[config.mk]
export PLATFORM = sky130hd
export DESIGN_NAME = control_frame_parser
export DESIGN_NICKNAME = d
export VERILOG_FILES = /design/src/rtl/core/cfp_pkg.sv /design/src/rtl/core/cfp_step.sv /design/src/rtl/core/cfp_result_reg.sv /design/src/rtl/core/control_frame_parser.sv
export SDC_FILE = /design/constraint.sdc
export NUM_CORES = 1
export LEC_CHECK = 0
export BUFFER_PORTS_ARGS = -buffer_cell sky130_fd_sc_hd__buf_2
export CORE_UTILIZATION = 40
export DETAILED_ROUTE_END_ITERATION = 7
export PLACE_DENSITY_LB_ADDON = 0.3
export SYNTH_ARGS = -nofsm -noshare
export SYNTH_HDL_FRONTEND = slang
export SYNTH_SLANG_ARGS = --single-unit
export TNS_END_PERCENT = 100
[constraint.sdc]
create_clock -name clk -period 7.34 [get_ports clk]
set_input_delay 1.101 -clock clk [delete_from_list [all_inputs] [get_ports clk]]
set_output_delay 1.101 -clock clk [all_outputs]
set_load 0.05 [all_outputs]
[src/rtl/core/cfp_pkg.sv]
// Shared types, byte codes and result codes for the control frame parser.
`default_nettype none
package cfp_pkg;

  localparam int PREFIX_LEN_W = 5;
  localparam int FRAME_LEN_W = 12;
  localparam int CFG_DATA_W = 12;

  localparam logic [PREFIX_LEN_W-1:0] PREFIX_LIMIT_RST = 5'd15;
  localparam logic [FRAME_LEN_W-1:0] MAX_FRAME_LEN_RST = 12'd1550;

  localparam logic [7:0] CH_SOH = 8'h01;
  localparam logic [7:0] CH_STX = 8'h02;
  localparam logic [7:0] CH_ETX = 8'h03;
  localparam logic [7:0] CH_EOT = 8'h04;
  localparam logic [7:0] CH_ENQ = 8'h05;
  localparam logic [7:0] CH_ACK = 8'h06;
  localparam logic [7:0] CH_DLE = 8'h10;
  localparam logic [7:0] CH_NAK = 8'h15;
  localparam logic [7:0] PRINT_LO = 8'h21;
  localparam logic [7:0] PRINT_HI = 8'h7E;

  localparam logic [1:0] KIND_PREFIX = 2'd0;
  localparam logic [1:0] KIND_HEADER = 2'd1;
  localparam logic [1:0] KIND_BODY = 2'd2;
  localparam logic [1:0] KIND_END = 2'd3;

  localparam logic [2:0] MT_ENQ = 3'd0;
  localparam logic [2:0] MT_EOT = 3'd1;
  localparam logic [2:0] MT_ACK = 3'd2;
  localparam logic [2:0] MT_NAK = 3'd3;
  localparam logic [2:0] MT_INFO = 3'd4;
  localparam logic [2:0] MT_MALFORMED = 3'd5;

  localparam logic [1:0] PH_IDLE = 2'd0;
  localparam logic [1:0] PH_HEADER = 2'd1;
  localparam logic [1:0] PH_BODY = 2'd2;
  localparam logic [1:0] PH_CHECK = 2'd3;

  localparam logic CFG_PREFIX_LIMIT = 1'b0;
  localparam logic CFG_MAX_FRAME_LEN = 1'b1;

  typedef struct packed {
    logic [1:0] phase;
    logic [PREFIX_LEN_W-1:0] prefix_count;
    logic prefix_printable;
    logic [7:0] running_sum;
    logic [FRAME_LEN_W-1:0] frame_position;
  } parse_state_t;

  typedef struct packed {
    logic emit;
    logic [1:0] kind;
    logic [7:0] data;
    logic [2:0] frame_type;
  } result_t;

  localparam parse_state_t STATE_RST = '{
    phase: PH_IDLE,
    prefix_count: '0,
    prefix_printable: 1'b1,
    running_sum: 8'd0,
    frame_position: '0
  };

endpackage
`default_nettype wire

[src/rtl/core/cfp_step.sv]
// Next-state and result logic for one received byte.
`default_nettype none
module cfp_step import cfp_pkg::*; (
  input wire parse_state_t cur,
  input wire logic [7:0] rx_byte,
  input wire logic [PREFIX_LEN_W-1:0] prefix_limit,
  input wire logic [FRAME_LEN_W-1:0] max_frame_len,
  output parse_state_t nxt,
  output result_t res
);

  logic is_start;
  logic printable;
  logic [FRAME_LEN_W:0] pos_inc;
  logic [7:0] want;

  assign is_start = rx_byte inside {CH_SOH, CH_STX, CH_EOT, CH_ENQ, CH_ACK, CH_DLE, CH_NAK};
  assign printable = (rx_byte >= PRINT_LO) && (rx_byte <= PRINT_HI);
  assign pos_inc = {1'b0, cur.frame_position} + {{FRAME_LEN_W{1'b0}}, 1'b1};
  assign want = cur.running_sum + 8'd1;

  always_comb begin
    nxt = cur;
    res = '{emit: 1'b0, kind: KIND_PREFIX, data: 8'd0, frame_type: MT_ENQ};
    case (cur.phase)
      PH_IDLE: begin
        if (!is_start) begin
          if (cur.prefix_count >= prefix_limit) begin
            nxt = STATE_RST;
            res = '{emit: 1'b1, kind: KIND_END, data: 8'd0, frame_type: MT_MALFORMED};
          end else begin
            nxt.prefix_count = cur.prefix_count + 1'b1;
            nxt.prefix_printable = cur.prefix_printable & printable;
            res = '{emit: 1'b1, kind: KIND_PREFIX, data: rx_byte, frame_type: MT_ENQ};
          end
        end else if (!cur.prefix_printable || rx_byte == CH_DLE) begin
          nxt = STATE_RST;
          res = '{emit: 1'b1, kind: KIND_END, data: 8'd0, frame_type: MT_MALFORMED};
        end else if (rx_byte == CH_ENQ || rx_byte == CH_EOT || rx_byte == CH_ACK ||
                     rx_byte == CH_NAK) begin
          nxt = STATE_RST;
          res.emit = 1'b1;
          res.kind = KIND_END;
          case (rx_byte)
            CH_ENQ: res.frame_type = MT_ENQ;
            CH_EOT: res.frame_type = MT_EOT;
            CH_ACK: res.frame_type = MT_ACK;
            default: res.frame_type = MT_NAK;
          endcase
        end else if (cur.prefix_count != '0) begin
          nxt = STATE_RST;
          res = '{emit: 1'b1, kind: KIND_END, data: 8'd0, frame_type: MT_MALFORMED};
        end else begin
          nxt.phase = (rx_byte == CH_SOH) ? PH_HEADER : PH_BODY;
          nxt.running_sum = 8'd0;
          nxt.frame_position = '0;
        end
      end
      PH_CHECK: begin
        nxt = STATE_RST;
        res = '{emit: 1'b1, kind: KIND_END, data: 8'd0,
                frame_type: (rx_byte == want) ? MT_INFO : MT_MALFORMED};
      end
      default: begin
        if (pos_inc > {1'b0, max_frame_len}) begin
          nxt = STATE_RST;
          res = '{emit: 1'b1, kind: KIND_END, data: 8'd0, frame_type: MT_MALFORMED};
        end else begin
          nxt.frame_position = pos_inc[FRAME_LEN_W-1:0];
          nxt.running_sum = cur.running_sum + rx_byte;
          if (cur.phase == PH_HEADER) begin
            if (rx_byte == CH_ETX) begin
              nxt = STATE_RST;
              res = '{emit: 1'b1, kind: KIND_END, data: 8'd0, frame_type: MT_MALFORMED};
            end else if (rx_byte == CH_STX) begin
              nxt.phase = PH_BODY;
            end else begin
              res = '{emit: 1'b1, kind: KIND_HEADER, data: rx_byte, frame_type: MT_ENQ};
            end
          end else if (rx_byte == CH_ETX) begin
            nxt.phase = PH_CHECK;
          end else begin
            res = '{emit: 1'b1, kind: KIND_BODY, data: rx_byte, frame_type: MT_ENQ};
          end
        end
      end
    endcase
  end

endmodule
`default_nettype wire

[src/rtl/core/cfp_result_reg.sv]
// Result register that holds one tagged result until it is taken.
`default_nettype none
module cfp_result_reg import cfp_pkg::*; (
  input wire logic clk,
  input wire logic rst,
  input wire logic load,
  input wire result_t res,
  input wire logic res_ready,
  output logic res_valid,
  output logic [1:0] kind,
  output logic [7:0] data,
  output logic [2:0] frame_type
);

  always_ff @(posedge clk) begin
    if (rst) begin
      res_valid <= 1'b0;
    end else if (load) begin
      res_valid <= res.emit;
    end else if (res_ready) begin
      res_valid <= 1'b0;
    end
  end

  always_ff @(posedge clk) begin
    if (load && res.emit) begin
      kind <= res.kind;
      data <= res.data;
      frame_type <= res.frame_type;
    end
  end

endmodule
`default_nettype wire

[src/rtl/core/control_frame_parser.sv]
// Control frame parser: splits a received byte stream into link frames and tags the prefix, header and body bytes.
`default_nettype none
// Each byte goes into an input register, is parsed combinationally against the frame state,
// and its result (if any) lands in a result register. A new byte is taken every cycle;
// the only stall is when the result register is full and not being taken, so one byte
// per cycle is sustained while res_ready stays high. The result register loads when the
// held byte advances, which waits while a held result is not taken.
// Configuration must be written while the parser idles.
module control_frame_parser import cfp_pkg::*; (
  input wire logic clk,
  input wire logic rst,
  input wire logic rx_valid,
  output logic rx_ready,
  input wire logic [7:0] rx_byte,
  output logic res_valid,
  input wire logic res_ready,
  output logic [1:0] kind,
  output logic [7:0] data,
  output logic [2:0] frame_type,
  input wire logic cfg_we,
  input wire logic cfg_index,
  input wire logic [CFG_DATA_W-1:0] cfg_data
);

  logic [PREFIX_LEN_W-1:0] prefix_limit;
  logic [FRAME_LEN_W-1:0] max_frame_len;
  logic byte_valid;
  logic [7:0] byte_q;
  logic advance;
  parse_state_t state;
  parse_state_t state_next;
  result_t step_res;

  always_ff @(posedge clk) begin
    if (rst) begin
      prefix_limit <= PREFIX_LIMIT_RST;
      max_frame_len <= MAX_FRAME_LEN_RST;
    end else if (cfg_we) begin
      case (cfg_index)
        CFG_PREFIX_LIMIT: prefix_limit <= cfg_data[PREFIX_LEN_W-1:0];
        default: max_frame_len <= cfg_data[FRAME_LEN_W-1:0];
      endcase
    end
  end

  assign advance = byte_valid && (!res_valid || res_ready);
  assign rx_ready = !byte_valid || advance;

  always_ff @(posedge clk) begin
    if (rst) begin
      byte_valid <= 1'b0;
    end else if (rx_ready) begin
      byte_valid <= rx_valid;
    end
  end

  always_ff @(posedge clk) begin
    if (rx_valid && rx_ready) begin
      byte_q <= rx_byte;
    end
  end

  always_ff @(posedge clk) begin
    if (rst) begin
      state <= STATE_RST;
    end else if (advance) begin
      state <= state_next;
    end
  end

  cfp_step u_step (
    .cur(state),
    .rx_byte(byte_q),
    .prefix_limit(prefix_limit),
    .max_frame_len(max_frame_len),
    .nxt(state_next),
    .res(step_res)
  );

  cfp_result_reg u_result (
    .clk(clk),
    .rst(rst),
    .load(advance),
    .res(step_res),
    .res_ready(res_ready),
    .res_valid(res_valid),
    .kind(kind),
    .data(data),
    .frame_type(frame_type)
  );

  a_stall_cause: assert property (@(posedge clk) disable iff (rst)
    !rx_ready |-> (byte_valid && res_valid && !res_ready))
    else $error("input stalled without a held result");

  a_restart_after_end: assert property (@(posedge clk) disable iff (rst)
    (advance && step_res.emit && step_res.kind == KIND_END) |=> (state == STATE_RST))
    else $error("parser did not restart after an end result");

  a_prefix_only_idle: assert property (@(posedge clk) disable iff (rst)
    (state.phase != PH_IDLE) |-> (state.prefix_count == '0))
    else $error("prefix count nonzero inside a frame");

endmodule
`default_nettype wire

==> out/results.ini, run 1 <==
[status]
status = finished clean

[critical_path]
reg2reg_from = state[0]
cp_max_fo = 13
path_class = flip-flop to flip-flop
critPathLaunchType = flip-flop
r2r-end = u_result.frame_type[1]
rrSetupSlack_ns = 3.20
worstRegToRegCells = 13
end_kind = flip-flop
arrival_ns = 4.17
cp.required_ns = 7.37

[final_layout]
area_growth_syn_to_layout_pct = 11.0
nFillCells = 976
drive_above_1_share_pct = 12.3
utilization_pct = 46.3
fin_nets = 567
n_antenna_cell = 0
final_area_um2 = 4570

[clocking]
clock_path_buffers = 2
cts_made_buffers = 9
post_cts_resize_count = 0
ctsHoldBuffers = 0
clock_latency_ns = 0.35
post_cts_buffers = 0
htree_levels = 3
tritoncts = built
clk_pin_slew_worst_paths_ns = 0.07
clock_sinks = 68
clock-root-buffer = clkbuf_8

[drt]
wire_per_inst_um = 14.2
viasPerCell = 5.41
vias = 3487
first_pass_iters = 6
postRouteAntennaNets = 0
drc = 0
drt_iter0_markers = 151
wl_um = 9180

[grt]
grt_max_degree = 61
grt_pass1_wl_um = 15600
track_usage_pct = 19.0
antenna_found_initial = 0
overflow = 0
grt_pass1_vias = 3412

[synthesis]
syn_inst = 474
ys_seq_area_share_pct = 38.2
synth-edff-count = 21
synth_cell_types = 55
synth_fp_nets = 534
yosysWarningCount = 0
postSynthAreaPerCell_um2 = 8.68
async_flop_share_pct = 0
synth_flop_cell = dfxtp_1
synth.ff_latch_count = 68
syn-cell-area_um2 = 4120

[placement]
dpl_cell_area_um2 = 4410
hpwlAfterDp_um = 6740
gp_congestion = 0.877
place.port_buffers = 40
preCtsSetupSlack_ns = 3.25

[timing]
fin_skew_ns = 0.0143
rsz0062_at_grt = no
max_freq_ghz = 0.242
layout_min_cycle_time_ns = 4.14
slew_headroom_pct = 32.4
setup_ws_ns = 3.20
finalHoldViolations = 0
tightest_slew_ns = 1.01
fin_hold_ws_ns = 0.458
tns_ns = 0
drv_slew = 0
fin_crit_sh_pct = 56.4
finalSetupViolCount = 0

[die]
rows = 36
io_pins = 41
design.die.area_um2 = 10700
fp.dieW_um = 103
die_height_um = 103
core_area_um2 = 9860
start_util_pct = 41.7

[flow_run]
cap_violations = 0

[min_path]
hold-path-endpoint = max_frame_len[6]
whs_path_depth = 2
hp-class = flip-flop to flip-flop
min_from = max_frame_len[6]

[power_and_ir_drop]
ir_worst_vdd_mv = 0.0946
pwr_density_cell_nw_per_um2 = 171
power.leakage_nw = 1.86

==> state kept, by name, summed over array words and instances (netlist names) <==
name,flops
u_result.res_valid,1
prefix_limit,5
max_frame_len,12
state,28
u_result.frame_type,3
byte_valid,1
byte_q,8
u_result.kind,2
u_result.data,8
==> area by class of cell <==
cell class	count	area (µm²)	area share [%]
inverter	29	109	2.38
clock buffer	13	139	3.04
timing repair buffer	40	200	4.38
clock inverter	3	15.0	0.329
tap	133	166	3.64
sequential	68	1570	34.4
multi-input combinational	359	2370	51.8
==> routing by layer <==
metal | global-route usage (%) | wire, µm | part of all wire (%)
met5 | 0 | 0 | 0
met4 | 7.04 | 192 | 2.1
met3 | 4.77 | 297 | 3.2
met2 | 31.7 | 4380 | 48
met1 | 23.7 | 4310 | 47
==> metrics by stage <==
| stage | instances | total power [mW] |
|---|---|---|
| after floorplan | 474 | 0.495 |
| after global placement | 629 | 0.521 |
| after detailed placement | 629 | 0.523 |
| after CTS | 645 | 0.787 |
| after global routing | 645 | 0.820 |
| final | 645 | 0.781 |
==> worst max-delay path by stage <==
stage,start,end,depth (start not counted)
after detailed placement,state[0],u_result.data[3],13
final,state[0],u_result.frame_type[1],13
after CTS,state[0],state[19],13
after floorplan,state[0],state[19],14
after global placement,state[0],u_result.data[3],13
after global routing,state[4],u_result.frame_type[1],13
==> synthesized netlist by cell type (6+ instances only) <==
cell type / instances / share of area [%]
a21oi_1: 38 / 4.6
o31ai_1: 8 / 1.5
dfxtp_1: 47 / 23
or4_1: 6 / 1.1
ha_1: 33 / 10
or3_1: 12 / 1.8
nor2_1: 35 / 3.2
a21o_1: 6 / 1.1
clkbuf_1: 17 / 1.6
xnor2_1: 14 / 3.0
nand3_1: 19 / 2.3
nor2b_1: 13 / 2.0
nand2_1: 45 / 4.1
nand2b_1: 9 / 1.4
a22oi_1: 6 / 1.1
xor2_1: 10 / 2.1
inv_1: 29 / 2.6
o21ai_0: 17 / 2.1
nand3b_1: 8 / 1.5
a31oi_1: 8 / 1.2
edfxtp_1: 21 / 15
nor3_1: 11 / 1.3
==> kinds of logic (layout without fill, tap and decap cells) <==
group / after synthesis / count (layout) / share of synthesized area, %
compound gates: 116 / 116 / 18.3
xor+xnor: 24 / 24 / 5.11
fa+ha+maj: 34 / 34 / 10.5
buf+inv: 47 / 85 / 4.32
flops: 68 / 68 / 38.2
mux: 2 / 2 / 0.517
simple gates: 183 / 183 / 23.1
==> report_power, final <==
part / leakage [nW] / switching, mW / internal, mW
sequential: 0.584 / 0.0128 / 0.404
clock: 0.0812 / 0.144 / 0.122
combinational: 1.19 / 0.0634 / 0.0347
total: 1.86 / 0.220 / 0.560
==> cells in the final DEF (no fill, tap or decap), types with 4 or more instances in the layout <==
master,n
nand4_1,5
o31ai_1,8
nor2_1,35
nand3_1,19
a22oi_1,6
or3_1,12
clkbuf_8,9
dfxtp_1,47
nand2b_1,9
ha_1,33
nand4b_1,4
nand3b_1,8
nor3_1,11
a31oi_1,8
edfxtp_1,21
o21ai_0,17
buf_2,40
or4_1,6
inv_1,29
a211o_1,4
a21o_1,6
nand2_1,45
clkbuf_1,4
xor2_1,10
a21oi_1,38
nor2b_1,13
xnor2_1,14
o21a_1,5
==> worst max-delay path, cell delays in order, from the launching register on <==
cell and delay (ns):
dfxtp_1 0.41, and3_1 0.17, nand3_1 0.15, nor3_1 0.42, and3_1 0.28, nand3_1 0.15
xnor2_1 0.17, ha_1 0.31, a21oi_1 0.15, nand2_1 0.10, o41ai_1 0.67, nand2_1 0.21
o31ai_1 0.35, nor2_1 0.29
(Power assumes the default switching activity.)
==> run 2: changes to the inputs <==
- ABC_AREA: unset -> 1
- clock period: 7.34 -> 4.2 ns (I/O delays scaled with it)
==> out/results.ini, run 2 <==
[timing]
fin_skew_ns = 0.00565  ; -0.00861 ns
tightest_slew_ns = 0.800  ; -0.210 ns
drv_slew = 0  ; unchanged
max_freq_ghz = 0.299  ; +24%
fin_hold_ws_ns = 0.469  ; +0.0116 ns
tns_ns = 0  ; unchanged
slew_headroom_pct = 46.5  ; +14 points
layout_min_cycle_time_ns = 3.34  ; -0.794 ns
finalHoldViolations = 0  ; unchanged
fin_crit_sh_pct = 79.6  ; +23 points
finalSetupViolCount = 0  ; unchanged
rsz0062_at_grt = no

[drt]
drt_iter0_markers = 261  ; +73%
first_pass_iters = 5  ; -1
drc = 0  ; unchanged
wl_um = 10900  ; +18%
wire_per_inst_um = 13.1  ; -8.0%
vias = 4141  ; +19%
postRouteAntennaNets = 0  ; unchanged
viasPerCell = 5.00  ; -7.6%

[synthesis]
yosys.area_share.xor_xnor_pct = 3.97  ; -1.1 points
synth_top_area_share_pct = 20.3  ; -2.6 points
yosys.area_share.adder_pct = 9.34  ; -1.2 points
synth_compound_area_share_pct = 11.2  ; -7.1 points
muxShareOfSynthArea_pct = 0  ; -0.52 points
synthMostInstantiatedCell = nand2_1
synth.ff_latch_count = 68  ; unchanged
synth_flop_cell = dfxtp_1
synth-edff-count = 21  ; unchanged
syn-cell-area_um2 = 4640  ; +13%
yosys.area_share.simple_pct = 31.1  ; +8.1 points
syn_inst = 653  ; +38%
synth_fp_nets = 713  ; +34%
async_flop_share_pct = 0  ; unchanged
yosysWarningCount = 0  ; unchanged
synth.top_cells.by_count = nand2_1 (150), inv_1 (89), nor2_1 (69)
postSynthAreaPerCell_um2 = 7.10  ; -18%
synth_cell_types = 36  ; -35%
yosysTopAreaCell = dfxtp_1
ys_seq_area_share_pct = 33.9  ; -4.3 points
synth_area_leaders = dfxtp_1 (20%), edfxtp_1 (14%), nand2_1 (12%)
synth_top_family_by_area = simple AND/OR/NAND/NOR gates

[final_layout]
top_regs = state (28), max_frame_len (12)
utilization_pct = 46.6  ; +0.31 points
n_antenna_cell = 0  ; unchanged
largest_register_ffs = 28  ; unchanged
mostFrequentLayoutCell = nand2_1
final_cell_mix = nand2_1 (150), inv_1 (89), nor2_1 (69)
area_growth_syn_to_layout_pct = 11.4
fin_nets = 745  ; +31%
drive_above_1_share_pct = 11.6  ; -0.69 points
regMostFlops = state

[critical_path]
endpoint = u_result.frame_type[2]
worstRegToRegCells = 18  ; +5
arrival_ns = 3.32  ; -0.85 ns
path_cells = ha_1 -> nand2_1 -> nor2_4 -> xor2_1 -> inv_1 -> ha_1 -> nand2_1 -> nor2_1 -> nand2_1 -> nand3_1 -> nand2_1 -> nand2_1 -> nand2_1 -> nand2_1 -> nand2_4 -> nand3_1 -> nand3_1 -> inv_1
critPathLaunchType = flip-flop
reg2reg_from = state[0]
rrSetupSlack_ns = 0.86  ; -2.35 ns
cp_common_cell = nand2_1
cp_max_fo = 25  ; +12
critPathSlowestCell = dfxtp_1
cp-startpoint = state[0]
path_class = flip-flop to flip-flop
cp.required_ns = 4.17  ; -3.20 ns
r2r-end = u_result.frame_type[2]
slowest_delay_ns = 0.46  ; -0.21 ns
end_kind = flip-flop

[clocking]
clock-root-buffer = clkbuf_16
post_cts_buffers = 0  ; unchanged
clock_latency_ns = 0.34  ; about the same
ctsHoldBuffers = 0  ; unchanged
htree_levels = 3  ; unchanged
cts_made_buffers = 9  ; unchanged
post_cts_resize_count = 0  ; unchanged
clock_sinks = 68  ; unchanged
clk_pin_slew_worst_paths_ns = 0.06  ; about the same
clock_path_buffers = 2  ; unchanged
tritoncts = built

[min_path]
whs_path_depth = 2  ; unchanged
hp-class = flip-flop to flip-flop

[die]
start_util_pct = 41.9  ; +0.13 points
io_pins = 41  ; unchanged
core_area_um2 = 11100  ; +12%
die_height_um = 110  ; +6.0%
fp.dieW_um = 110  ; +6.0%
rows = 38  ; +5.6%
design.die.area_um2 = 12000  ; +12%

[power_and_ir_drop]
pwr_density_cell_nw_per_um2 = 370  ; +120%
ir_worst_vdd_mv = 0.205  ; +120%
power.leakage_nw = 2.50  ; +35%

[flow_run]
cap_violations = 0  ; unchanged

[grt]
track_usage_pct = 19.7  ; +0.75 points
grt_pass1_vias = 3874  ; +14%
overflow = 0  ; unchanged
grt_max_degree = 35  ; -43%
grt_pass1_wl_um = 18200  ; +16%
antenna_found_initial = 0  ; unchanged

[placement]
place.port_buffers = 40  ; unchanged
hpwlAfterDp_um = 8250  ; +22%
gp_congestion = 0.943  ; +7.6%

[status]
status = finished clean

[run 2: kinds of logic (layout without fill, tap and decap cells)]
family | count (synthesis) | after routing
xor+xnor | 21 | 21
buf+inv | 116 | 152
fa+ha+maj | 34 | 34
compound gates | 93 | 93
simple gates | 321 | 321
flops | 68 | 68
[run 2: routing by layer]
metal	vias up	share of wire [%]	track usage [%]
met4	0	2.1	8.95
met3	14	3.2	2.31
met5	-	0	0
li1	2188	-	-
met2	75	48	32.3
met1	1864	47	26.0
[run 2: worst min-delay path by stage]
stage                 startpoint                 to
2_1_floorplan  max_frame_len[11]  max_frame_len[11]
3_3_place_gp    max_frame_len[5]   max_frame_len[5]
3_5_place_dp    max_frame_len[5]   max_frame_len[5]
4_1_cts               rx_byte[4]          byte_q[4]
5_1_grt               rx_byte[4]          byte_q[4]
6_report        max_frame_len[5]   max_frame_len[5]
[run 2: power breakdown]
group	switching [mW]	internal (mW)
Combinational	0.290	0.139
Sequential	0.0406	0.734
Clock	0.275	0.431
Total	0.605	1.30
[run 2: final cells by class]
| type | count | area (µm²) |
|---|---|---|
| clock buffer | 13 | 262 |
| multi-input combinational | 469 | 2580 |
| inverter | 96 | 360 |
| clock inverter | 2 | 10.0 |
| fill | 1105 | 5910 |
| sequential | 68 | 1570 |
| timing repair buffer | 41 | 208 |
| tap | 140 | 175 |
[run 2: critical path, delay by kind of cell, from the launching register on]
family,cells,cell delay (ns)
fa+ha+maj,2,0.54
flops,1,0.46
simple gates,13,1.32
xor+xnor,1,0.20
buf+inv,2,0.46
[run 2: per-stage QoR]
| stage | area, µm² | instances | worst slack (ns) | total power, mW |
|---|---|---|---|---|
| 2_1_floorplan | 4640 | 653 | 1.33 | 1.12 |
| 3_3_place_gp | 4890 | 814 | 1.07 | 1.21 |
| 3_5_place_dp | 4890 | 814 | 0.840 | 1.22 |
| 4_1_cts | 5160 | 829 | 0.820 | 1.92 |
| 5_1_grt | 5160 | 829 | 0.542 | 2.01 |
| 6_report | 5160 | 829 | 0.856 | 1.91 |
==> run 3: changes to the inputs <==
- clock period: 4.2 -> 2.9 ns (I/O delays scaled with it)
==> out/results.ini, run 3 (synthesis results as in run 2) <==
[critical_path]
rrSetupSlack_ns = 0.16  ; -0.70 ns
worstRegToRegCells = 19  ; +1
cp-startpoint = state[1]
reg2reg_from = state[1]
critPathSlowestCell = dfxtp_2
crit_family = simple AND/OR/NAND/NOR gates
crit_cells = 19  ; +1
cp_common_cell = nand2_1
arrival_ns = 2.80  ; -0.52 ns
path_class = flip-flop to flip-flop
path_cells = ha_4 -> nand2_1 -> nor2_4 -> buf_4 -> buf_4 -> nand4_1 -> nand2_2 -> inv_1 -> ha_4 -> a21oi_2 -> o21a_1 -> nand2_1 -> nand2_1 -> nand2_2 -> nand2_4 -> nand3_1 -> nand3_2 -> inv_2 -> clkbuf_16
critPathLaunchType = flip-flop
cp_max_fo = 6  ; -76%
cp.required_ns = 2.96  ; -1.21 ns
cp.buffers_inverters = 5  ; +3
slowest_delay_ns = 0.36  ; -0.10 ns
end_kind = flip-flop

[min_path]
whs_path_depth = 1  ; -1
min_from = rx_byte[6]
hp-class = input port to flip-flop

[timing]
slew_headroom_pct = 49.8  ; +3.3 points
fin_crit_sh_pct = 94.6  ; +15 points
drv_slew = 0  ; unchanged
max_freq_ghz = 0.364  ; +22%
fin_skew_ns = 0.00552  ; -0.000125 ns
tightest_slew_ns = 0.752  ; -0.0474 ns
finalSetupViolCount = 0  ; unchanged
finalHoldViolations = 0  ; unchanged
tns_ns = 0  ; unchanged
layout_min_cycle_time_ns = 2.74  ; -0.600 ns
setup_ws_ns = 0.156  ; -0.700 ns

[die]
fp.dieW_um = 110  ; unchanged
io_pins = 41  ; unchanged
core_area_um2 = 11100  ; unchanged
rows = 38  ; unchanged
design.die.area_um2 = 12000  ; unchanged
die_height_um = 110  ; unchanged
start_util_pct = 41.9  ; unchanged

[drt]
vias = 4267  ; +3.0%
first_pass_iters = 7  ; +2
viasPerCell = 5.05  ; +1.1%
drc = 0  ; unchanged
drt_iter0_markers = 241  ; -7.7%
postRouteAntennaNets = 0  ; unchanged
wl_um = 11200  ; +2.9%
wire_per_inst_um = 13.2  ; +0.92%

[clocking]
clk_pin_slew_worst_paths_ns = 0.05  ; about the same
clock_latency_ns = 0.34  ; about the same
clock_sinks = 68  ; unchanged
htree_levels = 3  ; unchanged
clock_path_buffers = 2  ; unchanged
tritoncts = built
cts_made_buffers = 9  ; unchanged
clock-root-buffer = clkbuf_16

[grt]
grt_pass1_wl_um = 18100  ; -0.53%
track_usage_pct = 19.4  ; -0.36 points
grt_pass1_vias = 3869  ; -0.13%
overflow = 0  ; unchanged
grt_max_degree = 35  ; unchanged
antenna_found_initial = 0  ; unchanged

[final_layout]
mostFrequentLayoutCell = nand2_1
regMostFlops = state
final_cell_mix = nand2_1 (147), inv_1 (88), nor2_1 (65)
drive_above_1_share_pct = 16.6  ; +5.0 points
n_antenna_cell = 0  ; unchanged
top_regs = state (28), max_frame_len (12)
largest_register_ffs = 28  ; unchanged
fin_nets = 761  ; +2.1%
area_growth_syn_to_layout_pct = 16.6

[placement]
place.port_buffers = 40  ; unchanged
gp_congestion = 0.888  ; -5.8%
hpwlAfterDp_um = 8220  ; -0.38%
preCtsSetupSlack_ns = 0.0839  ; -0.756 ns

[power_and_ir_drop]
power.leakage_nw = 2.59  ; +3.5%
pwr_density_cell_nw_per_um2 = 517  ; +40%
finalPower_mw = 2.80  ; +46%
ir_worst_vdd_mv = 0.286  ; +40%

[flow_run]
cap_violations = 0  ; unchanged

[status]
status = finished clean

run 3: what timing repair did:
item                                    CTS  global route
resized for setup                         0            28
hold buffers                              0             0
buffers inserted                          0             8
endpoints found under the setup margin    0            51
hold endpoints to repair                  0             0
run 3: routing by layer:
layer | wire length [µm] | vias up | GRT usage (%)
li1 | - | 2221 | -
met1 | 5370 | 1955 | 25.6
met2 | 5270 | 79 | 31.9
met3 | 337 | 12 | 2.31
met4 | 185 | 0 | 8.38
met5 | 0 | - | 0
run 3: cell type report:
cell class	count	area (µm²)
Fill cell	1093	5670
Multi-Input combinational cell	470	2670
Sequential cell	68	1580
Inverter	96	360
Timing Repair Buffer	56	349
Clock buffer	13	262
Tap cell	140	175
Clock inverter	2	10.0
run 3: power by group:
group / switching (mW) / total, mW / internal (mW)
sequential: 0.0557 / 1.12 / 1.06
combinational: 0.438 / 0.667 / 0.229
clock: 0.385 / 1.01 / 0.623
total: 0.879 / 2.80 / 1.92
run 3: final timing paths:
path	end
max	u_result.data[5]
min	byte_q[6]
max reg2reg	u_result.data[5]
min reg2reg	prefix_limit[4]
run 3: per-stage QoR:
step / std cells / instance area (µm²) / hold slack, ns / utilization [%]
global route: 845 / 5410 / 0.267 / 48.8
detailed placement: 820 / 4940 / 0.460 / 44.6
global placement: 820 / 4940 / 0.458 / 44.6
finish: 845 / 5410 / 0.270 / 48.8
floorplan: 653 / 4640 / 0.435 / -
CTS: 835 / 5210 / 0.262 / 47.0
